<file path="src/bre_pkg.sv">
`timescale 1ns / 1ps

package bre_pkg;

	// widths fixed by the stream format
	localparam int BYTE_W          = 8;
	localparam int LEN_W           = 7;
	localparam int WORD_BYTES      = 8;
	localparam int WORD_W          = BYTE_W * WORD_BYTES;
	localparam int CNT_W           = 4;
	localparam int PCNT_W          = 3;
	localparam int M_TDATA_W       = 72;

	// largest segment the format can carry, and the default cap
	localparam int MAX_SEGMENT_DEF = 127;

	// literal buffer pointers carry one wrap bit above the largest address
	localparam int PTR_W           = 9;

	localparam int FIFO_DEPTH      = 4;

	localparam logic [BYTE_W-1:0] LIT_FLAG = 8'h80;

	// one closed segment handed from front to back
	typedef struct packed {
		logic                run;
		logic                flush;
		logic [LEN_W-1:0]    len;
		logic [BYTE_W-1:0]   run_byte;
		logic [PTR_W-1:0]    start;
	} cmd_t;

	typedef struct packed {
		logic                en;
		logic [PTR_W-1:0]    addr;
		logic [BYTE_W-1:0]   data;
	} lit_wr_t;

	typedef struct packed {
		logic                en;
		logic [PTR_W-1:0]    addr;
	} lit_rd_t;

	typedef enum logic [1:0] {
		B_IDLE,
		B_HEAD,
		B_RUNB,
		B_LIT
	} back_state_t;

endpackage

</file>
<file path="src/bre_lit_ram.sv">
`timescale 1ns / 1ps

module bre_lit_ram #(
	parameter int ADDR_W = 8
) (
	input  logic                          clk,
	input  bre_pkg::lit_wr_t              wr,
	input  bre_pkg::lit_rd_t              rd,
	output logic [bre_pkg::BYTE_W-1:0]    rd_data
);
	import bre_pkg::*;

	localparam int DEPTH = 2 ** ADDR_W;

	logic [BYTE_W-1:0] mem [DEPTH];

	always_ff @(posedge clk) begin
		if (wr.en) begin
			mem[wr.addr[ADDR_W-1:0]] <= wr.data;
		end
	end

	always_ff @(posedge clk) begin
		if (rd.en) begin
			rd_data <= mem[rd.addr[ADDR_W-1:0]];
		end
	end

endmodule

</file>
<file path="src/bre_cmd_fifo.sv">
`timescale 1ns / 1ps

module bre_cmd_fifo (
	input  logic          clk,
	input  logic          arst_n,
	input  logic          push,
	input  bre_pkg::cmd_t push_data,
	input  logic          pop,
	output bre_pkg::cmd_t head,
	output logic          full,
	output logic          empty
);
	import bre_pkg::*;

	localparam int IDX_W = $clog2(FIFO_DEPTH);
	localparam int CNT_FW = $clog2(FIFO_DEPTH + 1);

	cmd_t              slot_q [FIFO_DEPTH];
	logic [IDX_W-1:0]  wptr_q;
	logic [IDX_W-1:0]  rptr_q;
	logic [CNT_FW-1:0] count_q;

	assign head  = slot_q[rptr_q];
	assign full  = (count_q == CNT_FW'(FIFO_DEPTH));
	assign empty = (count_q == '0);

	always_ff @(posedge clk) begin
		if (push) begin
			slot_q[wptr_q] <= push_data;
		end
	end

	always_ff @(posedge clk or negedge arst_n) begin
		if (!arst_n) begin
			wptr_q  <= '0;
			rptr_q  <= '0;
			count_q <= '0;
		end else begin
			if (push) begin
				wptr_q <= wptr_q + IDX_W'(1);
			end
			if (pop) begin
				rptr_q <= rptr_q + IDX_W'(1);
			end
			case ({push, pop})
				2'b10:   count_q <= count_q + CNT_FW'(1);
				2'b01:   count_q <= count_q - CNT_FW'(1);
				default: count_q <= count_q;
			endcase
		end
	end

endmodule

</file>
<file path="src/bre_front.sv">
`timescale 1ns / 1ps

module bre_front #(
	parameter int MAX_SEGMENT = bre_pkg::MAX_SEGMENT_DEF,
	parameter int ADDR_W      = 8
) (
	input  logic                        clk,
	input  logic                        arst_n,
	input  logic                        s_tvalid,
	output logic                        s_tready,
	input  logic [bre_pkg::BYTE_W-1:0]  in_byte,
	input  logic                        in_last,
	output logic                        cmd_push,
	output bre_pkg::cmd_t               cmd_data,
	input  logic                        cmd_full,
	output bre_pkg::lit_wr_t            lit_wr,
	input  logic [bre_pkg::PTR_W-1:0]   free_ptr
);
	import bre_pkg::*;

	localparam logic [LEN_W-1:0] MAX_LEN = LEN_W'(MAX_SEGMENT);
	localparam logic [PTR_W-1:0] DEPTH   = PTR_W'(2 ** ADDR_W);

	logic [LEN_W-1:0]  seg_q;
	logic              run_q;
	logic [BYTE_W-1:0] prev_q;
	logic              have_q;
	logic [PTR_W-1:0]  start_q;
	logic [PTR_W-1:0]  wp_q;
	logic              pend_v_q;
	cmd_t              pend_q;

	logic              acc;
	logic              buf_full;
	logic              begin_run;
	logic              close_seg;
	logic              a_valid;
	cmd_t              cmd_a;
	cmd_t              cmd_b;
	logic [PTR_W-1:0]  wp_a;
	logic [LEN_W-1:0]  seg_b;
	logic              run_b;
	logic [PTR_W-1:0]  start_b;
	logic [PTR_W-1:0]  wp_b;
	logic [LEN_W-1:0]  seg_c;
	logic              pend_set;

	// literal buffer holds the open literal and every queued one
	assign buf_full = ((wp_q - free_ptr) == DEPTH);
	assign s_tready = !pend_v_q && !cmd_full && !buf_full;
	assign acc      = s_tvalid && s_tready;

	always_comb begin
		begin_run = have_q && !run_q && (prev_q == in_byte);
		close_seg = have_q && !begin_run
			&& ((run_q && (prev_q != in_byte)) || (seg_q >= MAX_LEN));
		a_valid   = (begin_run && (seg_q > LEN_W'(1))) || close_seg;

		// literal cut short by a run start drops its last byte
		cmd_a.run      = begin_run ? 1'b0 : run_q;
		cmd_a.flush    = !in_last;
		cmd_a.len      = begin_run ? (seg_q - LEN_W'(1)) : seg_q;
		cmd_a.run_byte = prev_q;
		cmd_a.start    = start_q;

		// the dropped byte was the last one written, so give its slot back
		wp_a = begin_run ? (wp_q - PTR_W'(1)) : wp_q;

		if (!have_q || close_seg) begin
			seg_b = '0;
			run_b = 1'b0;
		end else if (begin_run) begin
			seg_b = LEN_W'(1);
			run_b = 1'b1;
		end else begin
			seg_b = seg_q;
			run_b = run_q;
		end

		start_b = (seg_b == '0) ? wp_a : start_q;
		wp_b    = run_b ? wp_a : (wp_a + PTR_W'(1));
		seg_c   = seg_b + LEN_W'(1);

		cmd_b.run      = run_b;
		cmd_b.flush    = 1'b1;
		cmd_b.len      = seg_c;
		cmd_b.run_byte = in_byte;
		cmd_b.start    = start_b;
	end

	always_comb begin
		lit_wr.en   = acc && !run_b;
		lit_wr.addr = wp_a;
		lit_wr.data = in_byte;
	end

	// a byte may close two segments: the second waits in pend until the queue has room
	always_comb begin
		cmd_push = 1'b0;
		cmd_data = cmd_b;
		pend_set = 1'b0;
		if (pend_v_q) begin
			cmd_push = !cmd_full;
			cmd_data = pend_q;
		end else if (acc) begin
			cmd_push = a_valid || in_last;
			cmd_data = a_valid ? cmd_a : cmd_b;
			pend_set = a_valid && in_last;
		end
	end

	always_ff @(posedge clk) begin
		if (acc) begin
			pend_q <= cmd_b;
		end
	end

	always_ff @(posedge clk or negedge arst_n) begin
		if (!arst_n) begin
			seg_q    <= '0;
			run_q    <= 1'b0;
			prev_q   <= '0;
			have_q   <= 1'b0;
			start_q  <= '0;
			wp_q     <= '0;
			pend_v_q <= 1'b0;
		end else begin
			pend_v_q <= pend_v_q ? cmd_full : pend_set;
			if (acc) begin
				seg_q   <= in_last ? '0 : seg_c;
				run_q   <= in_last ? 1'b0 : run_b;
				prev_q  <= in_byte;
				have_q  <= !in_last;
				start_q <= start_b;
				wp_q    <= wp_b;
			end
		end
	end

endmodule

</file>
<file path="src/bre_back.sv">
`timescale 1ns / 1ps

module bre_back (
	input  logic                        clk,
	input  logic                        arst_n,
	input  logic                        cmd_empty,
	input  bre_pkg::cmd_t               cmd_head,
	output logic                        cmd_pop,
	output bre_pkg::lit_rd_t            lit_rd,
	input  logic [bre_pkg::BYTE_W-1:0]  rd_data,
	output logic [bre_pkg::PTR_W-1:0]   free_ptr,
	output logic                        m_tvalid,
	input  logic                        m_tready,
	output logic [bre_pkg::WORD_W-1:0]  out_bytes,
	output logic [bre_pkg::CNT_W-1:0]   out_count,
	output logic                        out_last
);
	import bre_pkg::*;

	back_state_t        state_q;
	back_state_t        state_d;
	cmd_t               cur_q;
	logic [LEN_W-1:0]   idx_q;
	logic [PTR_W-1:0]   fp_q;
	logic [WORD_W-1:0]  pack_q;
	logic [PCNT_W-1:0]  pcnt_q;
	logic               m_tvalid_q;
	logic [WORD_W-1:0]  out_bytes_q;
	logic [CNT_W-1:0]   out_count_q;
	logic               out_last_q;

	logic               last_idx;
	logic               seg_fin;
	logic               flush_now;
	logic               out_free;
	logic               word_full;
	logic               byte_ok;
	logic               byte_v;
	logic [BYTE_W-1:0]  byte_d;
	logic               taken;
	logic               load_out;
	logic [WORD_W-1:0]  word_new;

	assign last_idx  = (idx_q == (cur_q.len - LEN_W'(1)));
	assign seg_fin   = (state_q == B_RUNB) || ((state_q == B_LIT) && last_idx);
	assign flush_now = seg_fin && cur_q.flush;
	assign out_free  = !m_tvalid_q || m_tready;
	assign word_full = (pcnt_q == PCNT_W'(WORD_BYTES - 1));
	assign byte_ok   = out_free || (!flush_now && !word_full);

	always_comb begin
		state_d = state_q;
		case (state_q)
			B_IDLE: begin
				if (!cmd_empty) begin
					state_d = B_HEAD;
				end
			end
			B_HEAD: begin
				if (byte_ok) begin
					state_d = cur_q.run ? B_RUNB : B_LIT;
				end
			end
			B_RUNB: begin
				if (byte_ok) begin
					state_d = B_IDLE;
				end
			end
			B_LIT: begin
				if (byte_ok && last_idx) begin
					state_d = B_IDLE;
				end
			end
			default: state_d = B_IDLE;
		endcase
	end

	always_comb begin
		cmd_pop     = 1'b0;
		byte_v      = 1'b0;
		byte_d      = cur_q.run_byte;
		lit_rd.en   = 1'b0;
		lit_rd.addr = cur_q.start;
		case (state_q)
			B_IDLE: begin
				cmd_pop = !cmd_empty;
			end
			B_HEAD: begin
				byte_v    = 1'b1;
				byte_d    = cur_q.run ? {1'b0, cur_q.len} : (LIT_FLAG | {1'b0, cur_q.len});
				lit_rd.en = !cur_q.run && byte_ok;
			end
			B_RUNB: begin
				byte_v = 1'b1;
			end
			B_LIT: begin
				byte_v      = 1'b1;
				byte_d      = rd_data;
				lit_rd.en   = byte_ok && !last_idx;
				lit_rd.addr = cur_q.start + PTR_W'(idx_q) + PTR_W'(1);
			end
			default: ;
		endcase
	end

	assign taken    = byte_v && byte_ok;
	assign load_out = taken && (word_full || flush_now);

	always_comb begin
		for (int k = 0; k < WORD_BYTES; k++) begin
			word_new[k*BYTE_W +: BYTE_W] = (pcnt_q == PCNT_W'(k)) ? byte_d
				: pack_q[k*BYTE_W +: BYTE_W];
		end
	end

	always_ff @(posedge clk) begin
		if (cmd_pop) begin
			cur_q <= cmd_head;
		end
		if (load_out) begin
			out_bytes_q <= word_new;
			out_count_q <= {1'b0, pcnt_q} + CNT_W'(1);
			out_last_q  <= flush_now;
		end
	end

	always_ff @(posedge clk or negedge arst_n) begin
		if (!arst_n) begin
			state_q    <= B_IDLE;
			idx_q      <= '0;
			fp_q       <= '0;
			pack_q     <= '0;
			pcnt_q     <= '0;
			m_tvalid_q <= 1'b0;
		end else begin
			state_q <= state_d;
			if (state_q == B_HEAD) begin
				idx_q <= '0;
			end else if ((state_q == B_LIT) && byte_ok) begin
				idx_q <= idx_q + LEN_W'(1);
			end
			if ((state_q == B_LIT) && byte_ok && last_idx) begin
				fp_q <= cur_q.start + PTR_W'(cur_q.len);
			end
			if (load_out) begin
				pack_q <= '0;
				pcnt_q <= '0;
			end else if (taken) begin
				pack_q <= word_new;
				pcnt_q <= pcnt_q + PCNT_W'(1);
			end
			if (load_out) begin
				m_tvalid_q <= 1'b1;
			end else if (m_tready) begin
				m_tvalid_q <= 1'b0;
			end
		end
	end

	assign free_ptr  = fp_q;
	assign m_tvalid  = m_tvalid_q;
	assign out_bytes = out_bytes_q;
	assign out_count = out_count_q;
	assign out_last  = out_last_q;

endmodule

</file>
<file path="src/byte_rle_encoder_unit.sv">
// throughput: input takes one byte a cycle when not stalled; the back end fetches each
//   closed segment, then sends its header byte and then its run byte or literal bytes
// input stalls only when the segment queue or the literal buffer is full, or while a byte's
//   second closed segment waits; reset (arst_n low) empties everything, no clearing pass
`timescale 1ns / 1ps

module byte_rle_encoder_unit #(
	parameter int MAX_SEGMENT = bre_pkg::MAX_SEGMENT_DEF
) (
	input  logic                           clk,
	input  logic                           arst_n,
	// input byte stream
	input  logic                           s_tvalid,
	output logic                           s_tready,
	input  logic [bre_pkg::BYTE_W-1:0]     s_tdata,   // in_byte
	input  logic                           s_tlast,   // in_last
	// packed encoded words
	output logic                           m_tvalid,
	input  logic                           m_tready,
	output logic [bre_pkg::M_TDATA_W-1:0]  m_tdata,   // out_bytes[63:0], out_count[67:64], zero pad
	output logic                           m_tlast    // out_last
);
	import bre_pkg::*;

	// literal buffer is twice the segment cap, rounded to a power of two
	localparam int ADDR_W = $clog2(MAX_SEGMENT) + 1;

	// front to back segment queue
	logic               cmd_push;
	cmd_t               cmd_data;
	logic               cmd_full;
	logic               cmd_empty;
	logic               cmd_pop;
	cmd_t               cmd_head;

	// literal buffer ports
	lit_wr_t            lit_wr;
	lit_rd_t            lit_rd;
	logic [BYTE_W-1:0]  rd_data;
	logic [PTR_W-1:0]   free_ptr;

	logic [WORD_W-1:0]  out_bytes;
	logic [CNT_W-1:0]   out_count;

	// front end: run detection, literal capture, segment closing
	bre_front #(
		.MAX_SEGMENT (MAX_SEGMENT),
		.ADDR_W      (ADDR_W)
	) u_front (
		.clk      (clk),
		.arst_n   (arst_n),
		.s_tvalid (s_tvalid),
		.s_tready (s_tready),
		.in_byte  (s_tdata),
		.in_last  (s_tlast),
		.cmd_push (cmd_push),
		.cmd_data (cmd_data),
		.cmd_full (cmd_full),
		.lit_wr   (lit_wr),
		.free_ptr (free_ptr)
	);

	// short queue of closed segments decouples the two sides
	bre_cmd_fifo u_fifo (
		.clk       (clk),
		.arst_n    (arst_n),
		.push      (cmd_push),
		.push_data (cmd_data),
		.pop       (cmd_pop),
		.head      (cmd_head),
		.full      (cmd_full),
		.empty     (cmd_empty)
	);

	// literal bytes wait here until their segment is sent
	bre_lit_ram #(
		.ADDR_W (ADDR_W)
	) u_ram (
		.clk     (clk),
		.wr      (lit_wr),
		.rd      (lit_rd),
		.rd_data (rd_data)
	);

	// back end: header and body bytes, packed eight to a word
	bre_back u_back (
		.clk       (clk),
		.arst_n    (arst_n),
		.cmd_empty (cmd_empty),
		.cmd_head  (cmd_head),
		.cmd_pop   (cmd_pop),
		.lit_rd    (lit_rd),
		.rd_data   (rd_data),
		.free_ptr  (free_ptr),
		.m_tvalid  (m_tvalid),
		.m_tready  (m_tready),
		.out_bytes (out_bytes),
		.out_count (out_count),
		.out_last  (m_tlast)
	);

	assign m_tdata = {{(M_TDATA_W - WORD_W - CNT_W){1'b0}}, out_count, out_bytes};

endmodule

</file>
<file path="config.mk">
export PLATFORM = sky130hd
export DESIGN_NAME = byte_rle_encoder_unit
export DESIGN_NICKNAME = d
export VERILOG_FILES = /design/src/bre_pkg.sv /design/src/bre_lit_ram.sv /design/src/bre_cmd_fifo.sv /design/src/bre_front.sv /design/src/bre_back.sv /design/src/byte_rle_encoder_unit.sv
export SDC_FILE = /design/constraint.sdc
export NUM_CORES = 2
export LEC_CHECK = 0
export BUFFER_PORTS_ARGS = -buffer_cell sky130_fd_sc_hd__buf_2
export CAP_MARGIN = 40
export CORE_MARGIN = 3
export CORE_UTILIZATION = 32
export CTS_BUF_LIST = sky130_fd_sc_hd__clkbuf_4 sky130_fd_sc_hd__clkbuf_8 sky130_fd_sc_hd__clkbuf_16
export DETAILED_ROUTE_END_ITERATION = 16
export GPL_TIMING_DRIVEN = 0
export PLACE_DENSITY_LB_ADDON = 0.1
export SETUP_SLACK_MARGIN = 0.15
export SYNTH_ARGS = -nofsm -noshare
export SYNTH_HDL_FRONTEND = slang
export SYNTH_HIERARCHICAL = 1
export SYNTH_SLANG_ARGS = --single-unit
</file>
<file path="constraint.sdc">
create_clock -name clk -period 12.2 [get_ports clk]
set_input_delay 1.22 -clock clk [delete_from_list [all_inputs] [get_ports clk]]
set_output_delay 1.22 -clock clk [all_outputs]
set_load 0.02 [all_outputs]
</file>
=== Word level (Yosys, flattened, before mapping) ===
Memory sizes are Yosys's and may differ from the RTL's. A register that Yosys moved wholly into a read port is not among the register bits.
Cells that the tools add are included.
W data, S select, Z words.

* Equality and inequality tests: 21
* Muxes and demuxes: 51
* Reductions and logical operators: 53
* Magnitude comparators: 2
* Add/sub/neg operators: 16

{| class="wikitable"
|+ Operator list
! cell !! count
|-
| $mux W64 || 2
|-
| $mux W8 || 10
|-
| $mux W26 || 3
|-
| $mux W7 || 6
|-
| $mux W9 || 3
|-
| $logic_and A1 B1 Y1 || 21
|-
| $mux W1 || 17
|-
| $pmux W8 S2 || 1
|-
| $eq A3 B3 Y1 const B || 5
|-
| $add A7 B1 Y7 const B || 2
|-
| $logic_not A1 Y1 || 14
|-
| $sub A7 B1 Y7 const B || 2
|-
| $add A9 B1 Y9 const B || 1
|-
| $add A9 B7 Y9 || 1
|-
| $eq A9 B9 Y1 const B || 1
|-
| $sub A9 B1 Y9 const B || 1
|-
| $sub A9 B9 Y9 || 1
|-
| $add A8 B1 Y8 const B || 1
|-
| $add A8 B7 Y8 || 1
|-
| $eq A8 B8 Y1 || 1
|-
| $logic_or A1 B1 Y1 || 8
|-
| $mux W2 || 4
|-
| $ne A8 B8 Y1 || 1
|-
| $pmux W2 S4 || 1
|-
| 22 further kinds || 35
|}

* Memories: 2
* Input bits: 13
* Flip-flop bits (word level): 223
* Word-level logic and storage cells: 168
* Bits in writable memories: 2152
* Output and inout bits: 75

{| class="wikitable"
|+ Memory list
! name !! words !! bits a word !! read ports !! clocked after Yosys merged registers in !! wr ports !! RTL line !! text
|-
| u_ram.mem || 256 || 8 || 1 || 1 || 1 || bre_lit_ram.sv:15 || <nowiki>logic [BYTE_W-1:0] mem [DEPTH];</nowiki>
|-
| u_fifo.slot_q || 4 || 26 || 1 || 1 || 1 || bre_cmd_fifo.sv:18 || <nowiki>cmd_t slot_q [FIFO_DEPTH];</nowiki>
|}

=== Depth between registers and ports, before layout ===
* Word-level depth: 13
* Mapped depth: 18
* Gate-level depth less buffers: 16

=== By module ===
Netlist, hierarchy kept.

{| class="wikitable"
|+ By module, submodules not included
! module !! instances !! cells each !! sequential area each (µm²) !! area an instance (µm²)
|-
| bre_lit_ram || 1 || 3733 || 61739.2 || 79636.4
|-
| bre_back || 1 || 656 || 5004.8 || 8035.2
|-
| bre_front || 1 || 460 || 1651.6 || 4453.0
|-
| bre_cmd_fifo || 1 || 172 || 3298.2 || 4200.3
|-
| byte_rle_encoder_unit || 1 || 5 || 0.0 || 33.8
|}

=== Worst setup path after synthesis ===
Ideal clock, no wire load.

* Path type: input to register
* Start: input s_tdata[5] in the netlist's numbering
* End: memory u_ram.mem[238][0], enable pin
* Required time: 11829 ps
* Library setup time: 371 ps
* Data arrival time: 4320 ps
* Stages on the path: 13
* Setup slack: 7509 ps
* Buffers on the path: 5
* Path through: xor2_1 > or4_1 > buf_6 > nor3_1 > buf_2 > nor2_1 > a21oi_1 > clkbuf_1 > nor2b_1 > clkbuf_1 > nand4_1 > clkbuf_1 > nor2_1

{| class="wikitable"
|+ RTL lines
! item !! RTL line !! text
|-
| start, declared || byte_rle_encoder_unit.sv:15 || <nowiki>input logic [bre_pkg::BYTE_W-1:0] s_tdata,</nowiki>
|-
| end, declared || bre_lit_ram.sv:15 ||
|}

==> impl_metrics.csv <==
group,metric,value,unit
detailed_routing,dr.pass1.iters,6,
placed_design,dp_hpwl,229.0,mm
global_routing,grt_pass1_vias,52720,
critical_path,r2r.worst_path.cells,15,
critical_path,path_class,"flop to flop",
clock_tree,postCtsSetupBuffers,0,
clock_tree,clkSinkCount,2409,
detailed_routing,dr.first_iter.drc_count,5845,
cells_and_area,nets,5737,
sta,finClkSkew,49.55,ps
critical_path,r2r_start,"u_back/state_q[1]$_DFFE_PN0P_",
placed_design,place_congestion,0.8599,
logic_synthesis,syn-instance-count,5023,
sta,maxSlewViolCount,0,
die,fp.dieArea,307700,um2
sta,max_slew_margin,0.3101,
detailed_routing,wl_per_cell,33.44,um
die,ios,88,
critical_path,end_kind,"flop",
global_routing,grt_max_degree,140,
die,die_y,554.7,um
pwr,ir_worst_vdd,0.0001821,V
placed_design,detailed_place.area,104900,um2
die,start_util,0.3230,
hold_path,hold_class,"primary input to async pin",
critical_path,path_max_fanout,10,
placed_design,portBuffers,83,
detailed_routing,drcViolationCount,0,
critical_path,critical_path_arrival,7740,ps
sta,period_share,0.5730,
sta,fmax,0.1431,GHz
sta,min_period,6990,ps
clock_tree,ctsResizeCount,0,
detailed_routing,via_per_inst,5.360,
sta,setup_violations,0,
clock_tree,clk_path_buf_depth,4,
cells_and_area,num-fill-cells,27410,
pwr,powerDensity,278.8,nW/um2
clock_tree,clk_latency,930,ps
global_routing,overflow,0,
clock_tree,cts_root_buf,"clkbuf_16",
critical_path,rr_endpoint,"u_ram/rd_data[5]$_DFFE_PP_",
cells_and_area,finalInstanceArea,113900,um2
clock_tree,cts_buffers,276,
flow_run,cap_viol_max_count,0,
critical_path,crit_required,12950,ps
logic_synthesis,syn_avg_cell_area,19.18,um2
detailed_routing,drtAntennaViolNets,0,
global_routing,antenna_found_initial,18,
cells_and_area,finish.utilization,0.3818,
global_routing,grt_pass1_wl,447.9,mm
die,num_rows,200,
logic_synthesis,syn_area,96340,um2
clock_tree,cts_hold_buf,0,
pwr,total_power,31750,uW
sta,grt_setup_unrepaired,"false",
cells_and_area,final-seq-area,71690,um2
global_routing,track_usage,0.2101,
detailed_routing,vias,52680,
clock_tree,cts_tree,"done",
sta,hold_violations,0,
die,dieWidth,554.7,um
clock_tree,clkTransAtPathRegs,60,ps
sta,finalSetupTns,0,ps
cells_and_area,syn_to_final_growth,18.22,%
cells_and_area,multi_input_comb_area,22560,um2
pwr,power_leakage,0.03710,uW
cells_and_area,drive_gt1_frac,0.2626,
critical_path,rrSetupSlack,5210,ps
die,core_region_area,298300,um2
status,status,"finished, final reports clean",
clock_tree,htree_levels,5,
critical_path,startpoint_type,"flop",
sta,tightest_slew,1035,ps
logic_synthesis,ys_warn_count,6,
detailed_routing,drt-total-wl,328.6,mm
where the power goes:
group | switching [uW] | leakage, uW | internal [uW]
Sequential | 200 | 0.0222 | 9590
Clock | 3420 | 0.00443 | 4790
Combinational | 9000 | 0.0104 | 4750
cell usage in the layout (no fill, tap or decap), drive strengths merged, types with 95 or more instances in the layout:
cell,instances
clkbuf,482
nand2,159
mux4,482
nor2,343
a21oi,123
dfrtp,129
edfxtp,2280
o21ai,95
buf,545
mux2i,158
a22oi,133
clkinv,108
metrics by stage:
step	setup slack [ps]	hold slack, ps	std cells
2_1_floorplan	7509	449.4	5026
3_3_place_gp	3129	469.0	9048
3_5_place_dp	4591	471.5	9335
4_1_cts	5177	305.2	9818
5_1_grt	5021	326.4	9823
6_report	5210	291.5	9828
state kept, by name, summed over array words and instances (netlist names), 9 cells and up:
signal and cells:
u_ram/mem 2048, u_back/cur_q 26, u_back/out_bytes 64, u_back/pack_q 64
u_front/start_q 9, u_front/wp_q 9, u_front/pend_q 25, u_fifo/slot_q 104
u_back/free_ptr 9
worst max-delay path: stages (launching register included):
cell and delay (ps):
dfrtp_1 340, clkbuf_1 390, buf_1 470, nand2_1 340
clkbuf_1 310, o21ai_1 540, buf_4 290, buf_2 550
buf_2 540, and2_1 390, clkbuf_1 720, a22oi_1 230
a31oi_1 690, nor4_1 220, nor4_1 520, buf_2 250
cell type report:
class | instances | share of cell area
Clock buffer | 345 | 0.06587
Antenna cell | 6 | 0.0001318
Buffer | 310 | 0.01769
Tap cell | 3939 | 0.04327
Sequential cell | 2409 | 0.6295
Multi-Input combinational cell | 2237 | 0.1981
Clock inverter | 138 | 0.01247
Timing Repair Buffer | 374 | 0.03068
Inverter | 70 | 0.002329
routing by layer:
metal / track usage / vias up / routed length [um]
met5: 0 / - / 0
li1: - / 21850 / -
met2: 0.3323 / 1949 / 154100
met1: 0.2962 / 28510 / 143000
met3: 0.04097 / 374 / 22820
met4: 0.05642 / 0 / 8724
how the worst max path moves through the flow:
stage / endpoint / slack [ps] / from / depth (start not counted)
finish: u_ram/rd_data[5]$_DFFE_PP_ / 5210 / u_back/state_q[1]$_DFFE_PN0P_ / 15
CTS: u_ram/rd_data[5]$_DFFE_PP_ / 5180 / u_back/state_q[1]$_DFFE_PN0P_ / 15
floorplan: u_ram/mem[238][0]$_DFFE_PP_ / 7510 / s_tdata[5] / 13
global route: u_ram/rd_data[3]$_DFFE_PP_ / 5020 / u_back/state_q[1]$_DFFE_PN0P_ / 16
detailed placement: u_ram/mem[46][4]$_DFFE_PP_ / 4590 / s_tdata[5] / 16
global placement: u_ram/rd_data[3]$_DFFE_PP_ / 3130 / u_back/state_q[1]$_DFFE_PN0P_ / 13
No activity file was read; power rests on OpenSTA's default activity.
